<file path="src/rtl/i2c_rts_pkg.sv">
package i2c_rts_pkg;

	localparam int BUF_DEPTH_DEF = 16;
	localparam int BYTE_W        = 8;

	// item kinds
	localparam logic [1:0] KIND_START = 2'd0;
	localparam logic [1:0] KIND_EVENT = 2'd1;
	localparam logic [1:0] KIND_LOAD  = 2'd2;

	// result status codes
	localparam logic [1:0] ST_ACCEPTED = 2'd0;
	localparam logic [1:0] ST_BUSY     = 2'd1;
	localparam logic [1:0] ST_IGNORED  = 2'd2;

	// acknowledge control codes
	localparam logic [1:0] ACK_NONE = 2'd0;
	localparam logic [1:0] ACK_ON   = 2'd1;
	localparam logic [1:0] ACK_NACK = 2'd2;

	// status flag bit positions
	localparam int FLAG_SB   = 0;
	localparam int FLAG_ADDR = 1;
	localparam int FLAG_TXE  = 2;
	localparam int FLAG_RXNE = 3;
	localparam int FLAG_BTF  = 4;

	// direction bit appended to the device address
	localparam logic DIR_WRITE = 1'b0;
	localparam logic DIR_READ  = 1'b1;

	typedef struct packed {
		logic [1:0] kind;
		logic [4:0] status_flags;
		logic [7:0] data_byte;
		logic [6:0] dev_address;
		logic [7:0] reg_offset;
		logic       is_read;
		logic [4:0] byte_count;
		logic [3:0] buf_index;
	} req_item_t;

	typedef struct packed {
		logic [1:0] status;
		logic       send_valid;
		logic [7:0] send_byte;
		logic       make_start;
		logic       make_stop;
		logic [1:0] ack_control;
		logic       buffer_irq_on;
		logic       read_valid;
		logic [3:0] read_index;
		logic [7:0] read_byte;
		logic       done_res;
	} rsp_item_t;

	typedef struct packed {
		logic       busy;
		logic       reg_done;
		logic       buf_ev;
		logic [4:0] byte_cnt;
		logic [6:0] target_addr;
		logic [7:0] target_reg;
		logic       read_mode;
		logic [4:0] xfer_len;
	} seq_state_t;

endpackage

</file>
<file path="src/rtl/i2c_rts_ram.sv">
module i2c_rts_ram #(
	parameter int WIDTH = i2c_rts_pkg::BYTE_W,
	parameter int DEPTH = i2c_rts_pkg::BUF_DEPTH_DEF,
	localparam int AW   = (DEPTH > 1) ? $clog2(DEPTH) : 1
) (
	input  logic             clk,
	input  logic             we,
	input  logic [AW-1:0]    waddr,
	input  logic [WIDTH-1:0] wdata,
	input  logic [AW-1:0]    raddr,
	output logic [WIDTH-1:0] rdata
);

	logic [WIDTH-1:0] mem_q [DEPTH];

	always_ff @(posedge clk) begin
		if (we) begin
			mem_q[waddr] <= wdata;
		end
		rdata <= mem_q[raddr];
	end

endmodule

</file>
<file path="src/rtl/i2c_rts_core.sv">
module i2c_rts_core #(
	parameter int BUF_DEPTH = i2c_rts_pkg::BUF_DEPTH_DEF
) (
	input  logic                   clk,
	input  logic                   arst_n,
	input  logic                   accept,
	input  i2c_rts_pkg::req_item_t req,
	output i2c_rts_pkg::rsp_item_t res
);

	localparam int IDX_W = (BUF_DEPTH > 1) ? $clog2(BUF_DEPTH) : 1;
	localparam logic [8:0] DEPTH_9 = 9'(BUF_DEPTH);

	i2c_rts_pkg::seq_state_t st_q;
	i2c_rts_pkg::seq_state_t st_d;

	logic             we;
	logic [IDX_W-1:0] waddr;
	logic [7:0]       wdata;
	logic [IDX_W-1:0] raddr;
	logic [7:0]       ram_rdata;
	logic             byp_valid_q;
	logic [7:0]       byp_data_q;
	logic [7:0]       buf_byte;

	logic [8:0] cnt_w;
	logic [8:0] nxt_cnt_w;
	logic [8:0] idx_w;
	logic [8:0] count_w;
	logic [5:0] cnt_p1;
	logic [5:0] cnt_p2;
	logic [5:0] len_6;
	logic       cnt_spent;
	logic       fl_sb, fl_addr, fl_txe, fl_rxne, fl_btf;

	i2c_rts_ram #(
		.WIDTH(i2c_rts_pkg::BYTE_W),
		.DEPTH(BUF_DEPTH)
	) u_buf (
		.clk  (clk),
		.we   (we),
		.waddr(waddr),
		.wdata(wdata),
		.raddr(raddr),
		.rdata(ram_rdata)
	);

	// the RAM always holds the entry at the current byte counter; a write in the
	// same edge to that entry is forwarded
	assign buf_byte = byp_valid_q ? byp_data_q : ram_rdata;

	assign cnt_w     = {4'b0, st_q.byte_cnt};
	assign idx_w     = {5'b0, req.buf_index};
	assign count_w   = {4'b0, req.byte_count};
	assign cnt_p1    = {1'b0, st_q.byte_cnt} + 6'd1;
	assign cnt_p2    = {1'b0, st_q.byte_cnt} + 6'd2;
	assign len_6     = {1'b0, st_q.xfer_len};
	assign cnt_spent = (st_q.byte_cnt >= st_q.xfer_len) || (cnt_w >= DEPTH_9);

	assign fl_sb   = req.status_flags[i2c_rts_pkg::FLAG_SB];
	assign fl_addr = req.status_flags[i2c_rts_pkg::FLAG_ADDR];
	assign fl_txe  = req.status_flags[i2c_rts_pkg::FLAG_TXE];
	assign fl_rxne = req.status_flags[i2c_rts_pkg::FLAG_RXNE];
	assign fl_btf  = req.status_flags[i2c_rts_pkg::FLAG_BTF];

	always_comb begin
		st_d  = st_q;
		res   = '0;
		we    = 1'b0;
		waddr = cnt_w[IDX_W-1:0];
		wdata = req.data_byte;
		unique case (req.kind)
			i2c_rts_pkg::KIND_START: begin
				if (st_q.busy) begin
					res.status = i2c_rts_pkg::ST_BUSY;
				end else begin
					st_d.busy        = 1'b1;
					st_d.byte_cnt    = '0;
					st_d.reg_done    = 1'b0;
					st_d.target_addr = req.dev_address;
					st_d.target_reg  = req.reg_offset;
					st_d.read_mode   = req.is_read;
					st_d.xfer_len    = (count_w > DEPTH_9) ? 5'(BUF_DEPTH) : req.byte_count;
					res.ack_control  = i2c_rts_pkg::ACK_ON;
					res.make_start   = 1'b1;
				end
			end
			i2c_rts_pkg::KIND_EVENT: begin
				if (!st_q.busy) begin
					res.status = i2c_rts_pkg::ST_IGNORED;
				end else begin
					priority if (fl_sb) begin
						res.send_valid = 1'b1;
						res.send_byte  = {st_q.target_addr,
							st_q.reg_done ? i2c_rts_pkg::DIR_READ : i2c_rts_pkg::DIR_WRITE};
					end else if (fl_addr) begin
						st_d.buf_ev = 1'b1;
						if (st_q.reg_done && st_q.xfer_len == 5'd1) begin
							res.ack_control = i2c_rts_pkg::ACK_NACK;
							res.make_stop   = 1'b1;
						end
					end else if (fl_txe && st_q.buf_ev) begin
						if (!st_q.reg_done) begin
							st_d.reg_done = 1'b1;
							if (st_q.xfer_len == 5'd0 || st_q.read_mode) begin
								st_d.buf_ev = 1'b0;
							end
							res.send_valid = 1'b1;
							res.send_byte  = st_q.target_reg;
						end else if (!st_q.read_mode) begin
							if (cnt_spent) begin
								st_d.buf_ev = 1'b0;
							end else begin
								if (cnt_p1 == len_6) begin
									st_d.buf_ev = 1'b0;
								end
								res.send_valid = 1'b1;
								res.send_byte  = buf_byte;
								st_d.byte_cnt  = cnt_p1[4:0];
							end
						end
					end else if (fl_rxne) begin
						if (!cnt_spent) begin
							we             = 1'b1;
							res.read_valid = 1'b1;
							res.read_index = st_q.byte_cnt[3:0];
							res.read_byte  = req.data_byte;
							st_d.byte_cnt  = cnt_p1[4:0];
							// nack the byte before the last, finish on the last
							if (cnt_p2 == len_6) begin
								res.ack_control = i2c_rts_pkg::ACK_NACK;
								res.make_stop   = 1'b1;
							end else if (cnt_p1 == len_6) begin
								res.done_res = 1'b1;
								st_d.busy    = 1'b0;
							end
						end
					end else if (fl_btf && fl_txe) begin
						if (st_q.read_mode && st_q.xfer_len != 5'd0) begin
							res.make_start = 1'b1;
						end else begin
							res.make_stop = 1'b1;
							res.done_res  = 1'b1;
							st_d.busy     = 1'b0;
						end
					end else begin
						res.status = i2c_rts_pkg::ST_ACCEPTED;
					end
				end
			end
			i2c_rts_pkg::KIND_LOAD: begin
				if (idx_w < DEPTH_9) begin
					we    = 1'b1;
					waddr = idx_w[IDX_W-1:0];
				end
			end
			default: begin
				res.status = i2c_rts_pkg::ST_IGNORED;
			end
		endcase
		res.buffer_irq_on = st_d.buf_ev;
		we = we && accept;
	end

	assign nxt_cnt_w = accept ? {4'b0, st_d.byte_cnt} : cnt_w;
	assign raddr     = nxt_cnt_w[IDX_W-1:0];

	always_ff @(posedge clk or negedge arst_n) begin
		if (!arst_n) begin
			st_q        <= '0;
			byp_valid_q <= 1'b0;
		end else begin
			if (accept) begin
				st_q <= st_d;
			end
			byp_valid_q <= we && (waddr == raddr);
		end
	end

	always_ff @(posedge clk) begin
		byp_data_q <= wdata;
	end

endmodule

</file>
<file path="src/rtl/i2c_rts_obuf.sv">
module i2c_rts_obuf (
	input  logic                   clk,
	input  logic                   arst_n,
	input  logic                   push,
	input  i2c_rts_pkg::rsp_item_t push_item,
	input  logic                   rsp_stall,
	output logic                   rsp_valid,
	output i2c_rts_pkg::rsp_item_t rsp,
	output logic                   full
);

	logic                   out_valid_q;
	i2c_rts_pkg::rsp_item_t out_q;
	logic                   skid_valid_q;
	i2c_rts_pkg::rsp_item_t skid_q;
	logic                   out_free;

	assign out_free  = !out_valid_q || !rsp_stall;
	assign rsp_valid = out_valid_q;
	assign rsp       = out_q;
	assign full      = skid_valid_q;

	always_ff @(posedge clk or negedge arst_n) begin
		if (!arst_n) begin
			out_valid_q  <= 1'b0;
			skid_valid_q <= 1'b0;
		end else begin
			if (out_free) begin
				// drain the skid entry first; no push can arrive while it is full
				out_valid_q  <= skid_valid_q || push;
				skid_valid_q <= 1'b0;
			end else if (push) begin
				skid_valid_q <= 1'b1;
			end
		end
	end

	always_ff @(posedge clk) begin
		if (out_free) begin
			out_q <= skid_valid_q ? skid_q : push_item;
		end
		if (!out_free && push) begin
			skid_q <= push_item;
		end
	end

endmodule

</file>
<file path="src/rtl/i2c_master_register_transfer_sequencer.sv">
// Each accepted transaction's result is registered in the output buffer and presented on rsp.
// Throughput: one item per cycle; a two-entry output buffer keeps req open while
// one result waits, and req stalls only when both entries are held.
// The write buffer is read at the next byte counter value, with same-edge writes forwarded.
// Reset (arst_n low) clears the sequencer state and output buffer; write buffer
// contents are undefined until loaded or received.
module i2c_master_register_transfer_sequencer #(
	parameter int BUF_DEPTH = i2c_rts_pkg::BUF_DEPTH_DEF
) (
	input  logic                   clk,
	input  logic                   arst_n,
	input  logic                   req_valid,
	output logic                   req_stall,
	input  i2c_rts_pkg::req_item_t req,
	output logic                   rsp_valid,
	input  logic                   rsp_stall,
	output i2c_rts_pkg::rsp_item_t rsp
);

	logic                   accept;
	i2c_rts_pkg::rsp_item_t res;

	assign accept = req_valid && !req_stall;

	i2c_rts_core #(
		.BUF_DEPTH(BUF_DEPTH)
	) u_core (
		.clk   (clk),
		.arst_n(arst_n),
		.accept(accept),
		.req   (req),
		.res   (res)
	);

	i2c_rts_obuf u_obuf (
		.clk      (clk),
		.arst_n   (arst_n),
		.push     (accept),
		.push_item(res),
		.rsp_stall(rsp_stall),
		.rsp_valid(rsp_valid),
		.rsp      (rsp),
		.full     (req_stall)
	);

	a_stall_needs_held_rsp: assert property (@(posedge clk) disable iff (!arst_n)
		req_stall |-> rsp_valid)
		else $error("req stalled with no result held");

	a_accept_fills_rsp: assert property (@(posedge clk) disable iff (!arst_n)
		(accept && !rsp_valid) |=> rsp_valid)
		else $error("accepted transaction produced no result");

	a_single_byte_kind: assert property (@(posedge clk) disable iff (!arst_n)
		rsp_valid |-> !(rsp.send_valid && rsp.read_valid))
		else $error("send and read reported in one result");

	a_done_clears_start: assert property (@(posedge clk) disable iff (!arst_n)
		(rsp_valid && rsp.done_res) |-> (!rsp.make_start && rsp.ack_control != i2c_rts_pkg::ACK_ON))
		else $error("completion combined with a start request");

endmodule

</file>
<file path="config.mk">
export PLATFORM = sky130hd
export DESIGN_NAME = i2c_master_register_transfer_sequencer
export DESIGN_NICKNAME = d
export VERILOG_FILES = /design/src/rtl/i2c_rts_pkg.sv /design/src/rtl/i2c_rts_ram.sv /design/src/rtl/i2c_rts_core.sv /design/src/rtl/i2c_rts_obuf.sv /design/src/rtl/i2c_master_register_transfer_sequencer.sv
export SDC_FILE = /design/constraint.sdc
export NUM_CORES = 1
export LEC_CHECK = 0
export BUFFER_PORTS_ARGS = -buffer_cell sky130_fd_sc_hd__buf_4
export CAP_MARGIN = 10
export CORE_MARGIN = 2
export CORE_UTILIZATION = 43
export DETAILED_ROUTE_END_ITERATION = 10
export SYNTH_ARGS = -nofsm -noshare
export SYNTH_HDL_FRONTEND = slang
export SYNTH_SLANG_ARGS = --single-unit
export TNS_END_PERCENT = 10
</file>
<file path="constraint.sdc">
create_clock -name clk -period 4.3 [get_ports clk]
set_input_delay 0.86 -clock clk [delete_from_list [all_inputs] [get_ports clk]]
set_output_delay 0.86 -clock clk [all_outputs]
set_load 0.03 [all_outputs]
</file>
==> metrics <==
pin count of the biggest net entering global routing=39; commonest cells after routing, fill and taps aside=188 x sky130_fd_sc_hd__edfxtp_1, 98 x sky130_fd_sc_hd__buf_4, 67 x sky130_fd_sc_hd__nand2_1; startpoint type of the worst setup path=register; Worst-path clk slew=0.06 ns; Static Leakage=0.00442 µW; type of element capturing the critical path=register; floorplan die width=156 µm; clk root buf=sky130_fd_sc_hd__clkbuf_16; worst reg2reg setup slack=0.39 ns; mean number of vias per cell=5.57; vias in the first global route=5838; GRT Total Usage=18.4%; die height=156 µm; setup total negative slack=0 ns; chain of cells forming the critical path=inv_1 > ha_1 > nor2b_1 > o21ai_1 > o41a_4 > inv_2 > ha_1 > a32oi_4 > buf_12 > mux4_1 > a22oi_1 > nand2_1; Relative slew margins=48.8%; most common library cell in the layout ignoring fill and taps=sky130_fd_sc_hd__edfxtp_1; buffer count from post-CTS setup fixing=0; first-pass GRT wire length=34400 µm; CTS hold repair buffers=0; most area-consuming cells after synthesis=sky130_fd_sc_hd__edfxtp_1 57%, sky130_fd_sc_hd__dfrtp_1 8.1%, sky130_fd_sc_hd__mux4_2 5.7%, sky130_fd_sc_hd__dfxtp_1 3.2%, sky130_fd_sc_hd__mux2_2 2.8%; syn_nets=709; Clock Tree Buf Depth=3; clock sink total=236; clock latency at the later pin of the worst-skew pair=0.53 ns; number of hold-slack violations in the final timing report=0; Syn Inst Count=653; Max IR drop VDD=298 µV; kind of critical path=register to register; sequential area share after synthesis=68.3%; initial core utilization=43.7%; number of remaining DRC errors=0; NumNets Final=807; Core Area=22600 µm²; number of enable-type register cells in the synthesized netlist=188; part of the cycle the worst path needs=91.0%; transition time at the pin with the least slew margin=0.766 ns; status=finished, final reports clean; share of the synthesized area in the top cell type=57.0%; commonest register cell after synthesis=sky130_fd_sc_hd__edfxtp_1; growth of design area from synthesis to finish=18.8%; number of fill cells in the layout=1802; Post-Syn Area=9900 µm²; Most Frequent Cell on Critical Path=sky130_fd_sc_hd__ha_1; Routed wire per std cell=20.8 µm; number of storage elements in the synthesis netlist=236; power density cells=506 nW/µm²; number of max-slew violations in the final report=0; Row Count=55; Resize count post-CTS=0; Largest delay share family, worst path=compound AO/OA/AOI/OAI gates; CP peak stage delay=0.59 ns; largest fanout on the critical path=34; drt first pass iters=5; iteration-0 DRC count of the detailed router=529; RSZ-0062 raised after global routing=false; drt total wl=21900 µm; CP arrival=4.33 ns; clock buffer count from CTS=25; class of the most critical hold timing path=primary input to async pin; number of distinct library cell variants in the gate-level netlist after synthesis=61; TritonCTS clock tree=yes; initial antenna violation count=0; Die Footprint=24300 µm²; standard cell with the maximum stage delay on the critical path=sky130_fd_sc_hd__mux4_1; Overflow after GRT=0; shortest clock period the worst path allows after layout=3.91 ns; vias after detailed routing=5880; Antenna Nets Post-Route=0; top achievable clock speed=0.256 GHz; number of max-cap violations=0; HPWL after DPL=14700 µm; layout cell share with drive strength beyond 1=25.8%; worst path buffer plus inverter count=3; mean post-synth cell area=15.2 µm²; Port Buffers=75; placer congestion estimate=0.880; deepest level of the CTS H-tree=1; Final Util=52.0%; number of primary I/O pins=76; Worst Path Required=4.72 ns; leading area contributor after synthesis=sky130_fd_sc_hd__edfxtp_1; final setup violation count=0; share of flip-flops with an asynchronous set or reset after synthesis=13.6%; antenna cell count=0; clock tree skew after final layout=0.0135 ns; YS warnings=0
-- cell families (layout without fill, tap and decap cells) --
logic type	Yosys count	count (layout)	share of synthesized area, %
flops	236	236	68.3
simple gates	167	167	7.72
compound gates	105	105	7.65
mux	69	69	11.6
buf+inv	54	171	2.30
fa+ha+maj	12	12	1.52
xor+xnor	10	10	0.885
-- state kept, by name, summed over array words and instances, names as in the netlist, 5 cells and up --
signal / flops
u_core.u_buf.mem_q: 128
u_core.len_6: 5
u_obuf.rsp: 30
u_core.u_buf.rdata: 8
u_core.st_q: 19
u_core.byp_data_q: 8
u_obuf.skid_q: 30
u_core.cnt_w: 5
-- synth_stat cells, types with 3 or more instances --
cell type,instances
sky130_fd_sc_hd__edfxtp_1,188
sky130_fd_sc_hd__nand2_1,67
sky130_fd_sc_hd__nor2_1,42
sky130_fd_sc_hd__dfrtp_1,32
sky130_fd_sc_hd__o21ai_0,28
sky130_fd_sc_hd__mux2_2,25
sky130_fd_sc_hd__mux4_2,25
sky130_fd_sc_hd__inv_1,23
sky130_fd_sc_hd__clkbuf_1,17
sky130_fd_sc_hd__a22oi_1,16
sky130_fd_sc_hd__dfxtp_1,16
sky130_fd_sc_hd__and3_1,13
sky130_fd_sc_hd__ha_1,12
sky130_fd_sc_hd__mux2i_1,12
sky130_fd_sc_hd__nor3_1,11
sky130_fd_sc_hd__a21oi_1,9
sky130_fd_sc_hd__a22o_1,8
sky130_fd_sc_hd__nand3_1,8
sky130_fd_sc_hd__o22ai_1,8
sky130_fd_sc_hd__xnor2_1,8
sky130_fd_sc_hd__mux4_1,7
sky130_fd_sc_hd__a31oi_1,6
sky130_fd_sc_hd__and2_1,5
sky130_fd_sc_hd__nand2b_1,5
sky130_fd_sc_hd__o31ai_1,5
sky130_fd_sc_hd__buf_2,4
sky130_fd_sc_hd__nand3b_1,4
sky130_fd_sc_hd__a21o_1,3
sky130_fd_sc_hd__buf_1,3
sky130_fd_sc_hd__inv_2,3
sky130_fd_sc_hd__nor2b_1,3
-- per-layer routing --
metal | vias to the layer above | GRT usage, % | routed length, µm
met4 | 0 | 5.68 | 539
li1 | 2697 | - | -
met5 | - | 0 | 0
met1 | 2959 | 25.7 | 9690
met2 | 182 | 29.9 | 10500
met3 | 42 | 2.89 | 1230
-- stage by stage --
step           area, µm²  hold slack, ns  setup WS (ns)  cells  power, µW
3_3_place_gp       10900           0.465          0.515   1009       3700
4_1_cts            11800           0.282          0.387   1055       6000
2_1_floorplan       9900           0.446          0.604    653       3390
6_report           11800           0.279          0.388   1055       5950
5_1_grt            11800           0.283          0.193   1055       6190
3_5_place_dp       10900           0.469          0.411   1009       3720
-- layout make-up --
class                      count  area (µm²)  share of cell area [%]
inverter                      26        97.6                   0.830
tap                          285         357                    3.03
timing repair buffer          99         756                    6.42
clock buffer                  32         662                    5.63
multi-input combinational    363        2910                    24.8
sequential                   236        6770                    57.5
clock inverter                14         211                    1.80
-- final timing paths --
| check | startpoint | cells past startpoint | endpoint |
|---|---|---|---|
| min in group clk | u_core.st_q[14] | 2 | u_core.st_q[14] |
| max in group asynchronous | arst_n | 1 | u_core.st_q[9] |
| hold / removal | arst_n | 1 | u_core.len_6[4] |
| setup reg to reg | u_core.cnt_w[0] | 12 | u_core.u_buf.rdata[2] |
| hold reg to reg | u_core.st_q[14] | 2 | u_core.st_q[14] |
| setup / recovery | u_core.cnt_w[0] | 12 | u_core.u_buf.rdata[2] |
-- power by group --
| part | internal, µW | total [µW] | leakage (µW) | switching, µW |
|---|---|---|---|---|
| clock network | 1400 | 2280 | 0.000422 | 886 |
| registers | 2610 | 2690 | 0.00226 | 83.6 |
| logic | 408 | 976 | 0.00174 | 568 |
| total | 4410 | 5950 | 0.00442 | 1540 |
Power figures use the tool's default switching activity.
